### src/hdl/sls_pkg.sv
// shared types and codes for the sorted list store
`timescale 1ns / 1ps

package sls_pkg;

  localparam int DEPTH_DEF       = 64;
  localparam int VALUE_WIDTH_DEF = 32;

  localparam int ACTION_W   = 3;
  localparam int IO_VALUE_W = 32;
  localparam int POSITION_W = 6;
  localparam int COUNT_W    = 7;
  localparam int STATUS_W   = 2;

  localparam logic [ACTION_W-1:0] ACT_INSERT  = 3'd0;
  localparam logic [ACTION_W-1:0] ACT_PREPEND = 3'd1;
  localparam logic [ACTION_W-1:0] ACT_APPEND  = 3'd2;
  localparam logic [ACTION_W-1:0] ACT_REMOVE  = 3'd3;
  localparam logic [ACTION_W-1:0] ACT_REVERSE = 3'd4;
  localparam logic [ACTION_W-1:0] ACT_READ    = 3'd5;

  localparam logic [STATUS_W-1:0] ST_DONE  = 2'd0;
  localparam logic [STATUS_W-1:0] ST_FULL  = 2'd1;
  localparam logic [STATUS_W-1:0] ST_RANGE = 2'd2;

  typedef enum logic [2:0] {
    OP_HOLD,
    OP_SORT,
    OP_PLACE,
    OP_REMOVE,
    OP_READ
  } cell_op_t;

  typedef struct packed {
    cell_op_t op;
    logic     rev;
  } cell_cmd_t;

endpackage

### src/hdl/sls_cell.sv
// one storage cell of the list chain
`timescale 1ns / 1ps

module sls_cell #(
  parameter int VALUE_WIDTH = sls_pkg::VALUE_WIDTH_DEF,
  parameter int DEPTH       = sls_pkg::DEPTH_DEF,
  parameter int INDEX       = 0
) (
  input  logic                            clk,
  input  sls_pkg::cell_cmd_t              cmd,
  input  logic signed [VALUE_WIDTH-1:0]   in_value,
  input  logic [$clog2(DEPTH)-1:0]        at,
  input  logic [$clog2(DEPTH+1)-1:0]      count,
  input  logic signed [VALUE_WIDTH-1:0]   left_data,
  input  logic signed [VALUE_WIDTH-1:0]   right_data,
  input  logic                            f_in,
  input  logic                            h_in,
  input  logic                            hl_in,
  output logic                            f_out,
  output logic                            h_out,
  output logic signed [VALUE_WIDTH-1:0]   data,
  output logic signed [VALUE_WIDTH-1:0]   tap_data,
  output logic                            asc_ok,
  output logic                            desc_ok
);
  import sls_pkg::*;

  localparam int IDX_W = $clog2(DEPTH);
  localparam int CNT_W = $clog2(DEPTH + 1);

  logic signed [VALUE_WIDTH-1:0] entry;
  logic signed [VALUE_WIDTH-1:0] entry_next;
  logic valid;
  logic greater;
  logic at_match;
  logic at_above;

  assign valid    = CNT_W'(INDEX) < count;
  assign greater  = entry > in_value;
  assign at_match = at == IDX_W'(INDEX);
  assign at_above = IDX_W'(INDEX) > at;

  // prefix chains locate the sorted insert point in either direction
  assign f_out = f_in | ~valid | greater;
  assign h_out = h_in | (valid & greater);

  always_comb begin
    entry_next = entry;
    case (cmd.op)
      OP_SORT: begin
        if (!cmd.rev) begin
          if (f_in) entry_next = left_data;
          else if (f_out) entry_next = in_value;
        end else begin
          if (!hl_in) entry_next = left_data;
          else if (!h_out) entry_next = in_value;
        end
      end
      OP_PLACE: begin
        if (at_above) entry_next = left_data;
        else if (at_match) entry_next = in_value;
      end
      OP_REMOVE: begin
        if (at_match || at_above) entry_next = right_data;
      end
      default: entry_next = entry;
    endcase
  end

  always_ff @(posedge clk) begin
    entry <= entry_next;
  end

  assign data     = entry;
  assign tap_data = (cmd.op == OP_READ && at_match) ? entry : '0;
  assign asc_ok   = (INDEX == 0) || !valid || (left_data <= entry);
  assign desc_ok  = (INDEX == 0) || !valid || (entry <= left_data);

endmodule

### config.mk
export PLATFORM = sky130hd
export DESIGN_NAME = sls_cell
export DESIGN_NICKNAME = d
export VERILOG_FILES = /design/src/hdl/sls_pkg.sv /design/src/hdl/sls_cell.sv
export SDC_FILE = /design/constraint.sdc
export NUM_CORES = 1
export LEC_CHECK = 0
export ABC_AREA = 1
export BUFFER_PORTS_ARGS = -buffer_cell sky130_fd_sc_hd__buf_4
export CORE_MARGIN = 2
export CORE_UTILIZATION = 40
export DETAILED_ROUTE_END_ITERATION = 10
export PLACE_DENSITY_LB_ADDON = 0.05
export SLEW_MARGIN = 0
export SYNTH_ARGS = -nofsm -noshare
export SYNTH_HDL_FRONTEND = slang
export SYNTH_SLANG_ARGS = --single-unit
export TNS_END_PERCENT = 100
### constraint.sdc
create_clock -name clk -period 6.8 [get_ports clk]
set_input_delay 0.34 -clock clk [delete_from_list [all_inputs] [get_ports clk]]
set_output_delay 0.34 -clock clk [all_outputs]
set_load 0.01 [all_outputs]
==> out/results.ini, run 1 <==
[setup_path]
cp.buffers_inverters=1
required_ns=6.71
cpMostUsedCell=nand2_1
endpoint_kind=flop
crit_family=simple AND/OR/NAND/NOR gates
crit_arrival_ns=2.76
slowest_stage=nand2_2
worstPathMaxFanout=32
cp-start-kind=flop
cp_cell_sequence=ha_1 > nand2_1 > inv_2 > nand3_2 > nor2_2 > and3_1 > nand2_1 > nand2_1 > nand2_1 > nand4_1 > nand2_1 > nand2_1 > nand2_1 > nand2_2
crit_type=flop to flop
critPathMaxStageDelay_ns=0.56

[synthesis]
syn_area_per_cell_sq_um=7.04
ys_ff_latch=32
yosysTopAreaCell=edfxtp_1
synth.yosys.warnings=0
synth.distinct_cells=25
syn-instance-count=439
ys_seq_area_frac=0.311
synth_area_sq_mm=0.00309
synth.top_cell.area_share=0.311
synthTopCellsByArea=edfxtp_1, ha_1, inv_1

[timing]
finalCritPeriodShare=0.419
worstMarginPinSlew_ns=1.20
timing.fmax_ghz=0.351
slew_violations=0
setup_tns_ns=0
finalHoldViolations=0
fin_crit_ns=2.85
clock_skew_ns=0.00704
setup_viol=0
grt_setup_unrepaired=no
relSlewSlack=0.199

[clock_tree]
ctsResizeCount=0
worstSkewPairLatency_ns=0.28
clockBufferDepth=2
cts_inserted_buffers=5
cts_tree=built
clkTransAtPathRegs_ns=0.06
cts_root_buf=clkbuf_8
cts_sinks=32
post_cts_buffers=0
cts_hold_buf=0
h-tree-depth=2

[placed_design]
port_buffers=182
dp_cells=698
dp_hpwl_mm=7.16
dpl_cell_area_sq_mm=0.00447
routabilityCongestion=0.744

[routing]
drtIter0Drc=155
routed_wl_mm=9.54
vias=3437
drtPass1Iterations=4
wl_per_cell_um=13.5
viasPerCell=4.88
drc=0
ant_nets=0

[layout]
fin_area_sq_mm=0.00455
area_growth_pct=47.1
nNetsFinal=752
mostFrequentLayoutCells=buf_4, inv_1, nand2_1, nor2_1, a21oi_1
antennaDiodeCount=0
drive_gt1_frac=0.323
instances_no_fill=705
utilization=0.598
largest_reg_flops=32
mostFrequentLayoutCell=buf_4

[grt]
grt_max_degree=66
antenna_found_initial=0
grt_overflow=0
grtUsageTotal=0.226
grt_pass1_vias=3361
grt_pass1_wl_mm=15.5

[power_and_ir_drop]
peakVddDrop_mv=0.0577
power_uw=550
leakage_nw=2.37
powerDensity_mw_per_mm2=121

[die]
fp.dieH_um=91.9
start_util=0.406
die_w_um=91.9
core_area_sq_mm=0.00761
boundaryPins=185
dieArea_sq_mm=0.00845
num_rows=32

[flow_run]
drv_cap=0

[status]
status=complete, no violations

[worst_hold_path]
hp-class=input pin to flop

per-stage QoR:
stage,hold WS (ns),setup slack [ns]
6_report,0.392,3.95
5_1_grt,0.402,3.68
4_1_cts,0.388,3.91
3_5_place_dp,0.679,3.88
3_3_place_gp,0.676,3.87
2_1_floorplan,0.587,4.06
area by class of cell:
type / instances / area (sq um)
fillers: 718 / 3060
clock buffers: 6 / 72.6
well taps: 102 / 128
clock inverters: 1 / 5.00
repair buffers: 182 / 1370
inverters: 87 / 327
multi-input cells: 295 / 1690
flip-flops and latches: 32 / 961
final timing paths:
check	to	depth (start not counted)	startpoint	slack, ns
worst min register to register	data[25]	8	data[31]	1.82
worst min-delay path	data[2]	3	left_data[2]	0.39
worst max-delay path	data[31]	14	data[31]	3.95
worst max register to register	data[31]	14	data[31]	3.95
logic make-up after synthesis:
group	count (synthesis)	synth area share
flip-flops	32	0.311
buffers and inverters	113	0.145
adder cells (fa/ha/maj)	32	0.130
other	1	0.00121
AND/OR/NAND/NOR	151	0.208
AO/OA/AOI/OAI	110	0.206
worst min-delay path, stage by stage:
cell and delay, ns:
buf_4 0.07, o21ai_0 0.07, o211ai_1 0.07
per-layer routing:
metal / up-vias / track usage / wire, um
met5: - / 0 / 0
met4: 0 / 0.0485 / 74
met3: 9 / 0.0542 / 623
met2: 121 / 0.388 / 4620
met1: 1514 / 0.289 / 4220
li1: 1793 / - / -
where the power goes:
part           total [mW]  internal (mW)  switching (mW)  leakage [nW]
sequential          0.236          0.230         0.00589         0.293
combinational       0.176         0.0884          0.0873          2.04
clock               0.139         0.0695          0.0691        0.0410
synth_stat cells, drive strengths merged:
cell type  instances
a21o               2
a21oi             42
and3               1
buf                8
clkbuf            18
conb               1
edfxtp            32
ha                32
inv               87
nand2             55
nand3             38
nand4              2
nor2              50
nor3               1
nor3b              1
nor4               2
o211ai            32
o21ai             34
or2                1
No activity file was read; power rests on OpenSTA's default activity.
==> run 2: changes to the inputs <==
==> constraint.sdc (replaced) <==
create_clock -name clk -period 2.5 [get_ports clk]
set_input_delay 0.125 -clock clk [delete_from_list [all_inputs] [get_ports clk]]
set_output_delay 0.125 -clock clk [all_outputs]
set_load 0.01 [all_outputs]
==> run 2 against run 1 <==
Net effect: clock power rose to 3.5 times the previous value; first-iteration DRC count fell by 27%; non-clock buffer count rose by 26; maximum frequency rose by 19%; via count rose by 5.4%; clock skew fell by 0.00094 ns; core utilization rose by 5.5 points; global-route usage rose by 0.56 points; final cell count rose by 3.8%; total power rose to 3.0 times the previous value; sequential cell count did not move.
==> out/results.ini, run 2 (synthesis results as in run 1) <==
[die]
core_area_sq_mm=0.00761
die_w_um=91.9
start_util=0.406
num_rows=32
boundaryPins=185
fp.dieH_um=91.9
dieArea_sq_mm=0.00845

[setup_path]
cp-start-kind=flop
worstPathMaxFanout=7
crit_arrival_ns=2.40
required_ns=2.50
r2r_start=data[23]
cpMostUsedCell=nand2_1
cp_cell_sequence=ha_4 > nand2_1 > a21oi_1 > nor2_2 > nand2_1 > nand2_1 > nand2_1 > inv_1 > nand2_1 > nand2_1 > nand4_1 > nand2_1 > nand2_1 > nand2_1 > nand2_4 > clkbuf_16
critPathMaxStageDelay_ns=0.43
r2r_end=data[31]
worst-path-stages=16
crit_type=flop to flop
rrSetupSlack_ns=0.11
cp.buffers_inverters=2
endpoint_kind=flop
crit_family=simple AND/OR/NAND/NOR gates
slowest_stage=edfxtp_1
endpoint=data[31]
r2r_cells=16
cp-startpoint=data[23]

[clock_tree]
cts_hold_buf=0
worstSkewPairLatency_ns=0.28
cts_root_buf=clkbuf_8
cts_tree=built
clockBufferDepth=2
cts_inserted_buffers=5
clkTransAtPathRegs_ns=0.07
cts_sinks=32
h-tree-depth=2

[flow_run]
drv_cap=0

[grt]
antenna_found_initial=0
grt_overflow=0
busiest_layer=met2
globalRouteMet1Util=0.287
grtUsageTotal=0.231
grt_pass1_vias=3379
grt_max_degree=65
grt_pass1_wl_mm=15.8
met2_usage=0.414
use_met3=0.0435

[layout]
multi_input_area_sq_mm=0.00183
instances_no_fill=732
mostFrequentLayoutCell=buf_4
largest_reg_flops=32
utilization=0.653
nNetsFinal=778
drive_gt1_frac=0.383
mostFrequentLayoutCells=buf_4, inv_1, nand2_1, nor2_1, a21oi_1
area_growth_pct=60.7
seq_area_sq_um=961
n_fill_cell=697
antennaDiodeCount=0

[timing]
fin_crit_ns=2.39
worstMarginPinSlew_ns=0.979
finalHoldViolations=0
slew_violations=0
clock_skew_ns=0.00609
worst_slack_ns=0.107
relSlewSlack=0.347
finalCritPeriodShare=0.957
setup_viol=0
timing.fmax_ghz=0.418

[placed_design]
dp_cells=703
routabilityCongestion=0.810
port_buffers=182
dp_hpwl_mm=7.63
pre_cts_slack_ns=0.0568

[routing]
viasPerCell=4.95
drtPass1Iterations=4
ant_nets=0
vias=3623
drc=0
wl_per_cell_um=14.3
drtIter0Drc=113
routed_wl_mm=10.5

[power_and_ir_drop]
peakVddDrop_mv=0.213
leakage_nw=2.53
powerDensity_mw_per_mm2=336

[worst_hold_path]
hp-class=input pin to flop

[status]
status=complete, no violations

## run 2: worst min path at each step
stage	start	end	slack [ns]	cells after the start
global placement	left_data[28]	data[28]	0.46	3
detailed placement	left_data[1]	data[1]	0.46	3
floorplan	h_in	h_out	0.37	2
CTS	left_data[1]	data[1]	0.17	3
global route	left_data[4]	data[4]	0.18	3
finish	left_data[1]	data[1]	0.17	3
## run 2: layout make-up
type,instances,share of cell area
inverters,87,0.0657
clock buffers,5,0.0139
clock inverters,3,0.00756
repair buffers,208,0.325
well taps,102,0.0257
flip-flops and latches,32,0.193
multi-input cells,295,0.368
## run 2: stage by stage
step | area (sq um) | TNS [ns] | total power [mW] | hold WS (ns)
6_report | 4970 | 0 | 1.67 | 0.171
3_5_place_dp | 4540 | 0 | 1.14 | 0.464
5_1_grt | 4970 | -0.568 | 1.76 | 0.180
2_1_floorplan | 3100 | 0 | 0.905 | 0.370
4_1_cts | 4650 | 0 | 1.63 | 0.167
3_3_place_gp | 4540 | 0 | 1.13 | 0.464
## run 2: report_power, final
part | internal, mW | leakage (nW) | switching, mW | total [mW]
clock network | 0.290 | 0.0532 | 0.201 | 0.491
logic | 0.277 | 2.19 | 0.263 | 0.539
registers | 0.625 | 0.293 | 0.0150 | 0.640
total | 1.19 | 2.53 | 0.479 | 1.67
## run 2: timing repair
action,4_1_cts,5_1_grt
buffers inserted,0,20
setup endpoints to repair,0,32
gates resized for setup,0,23
## run 2: worst min-delay path: stages
cell and delay [ns]:
buf_4 0.07, o21ai_0 0.07, o211ai_1 0.08
## run 2: metal layers
layer	vias to the layer above	part of all wire	wire [um]
li1	1839	-	-
met1	1627	0.41	4250
met2	145	0.51	5330
met3	12	0.070	732
met4	0	0.015	152
met5	-	0	0
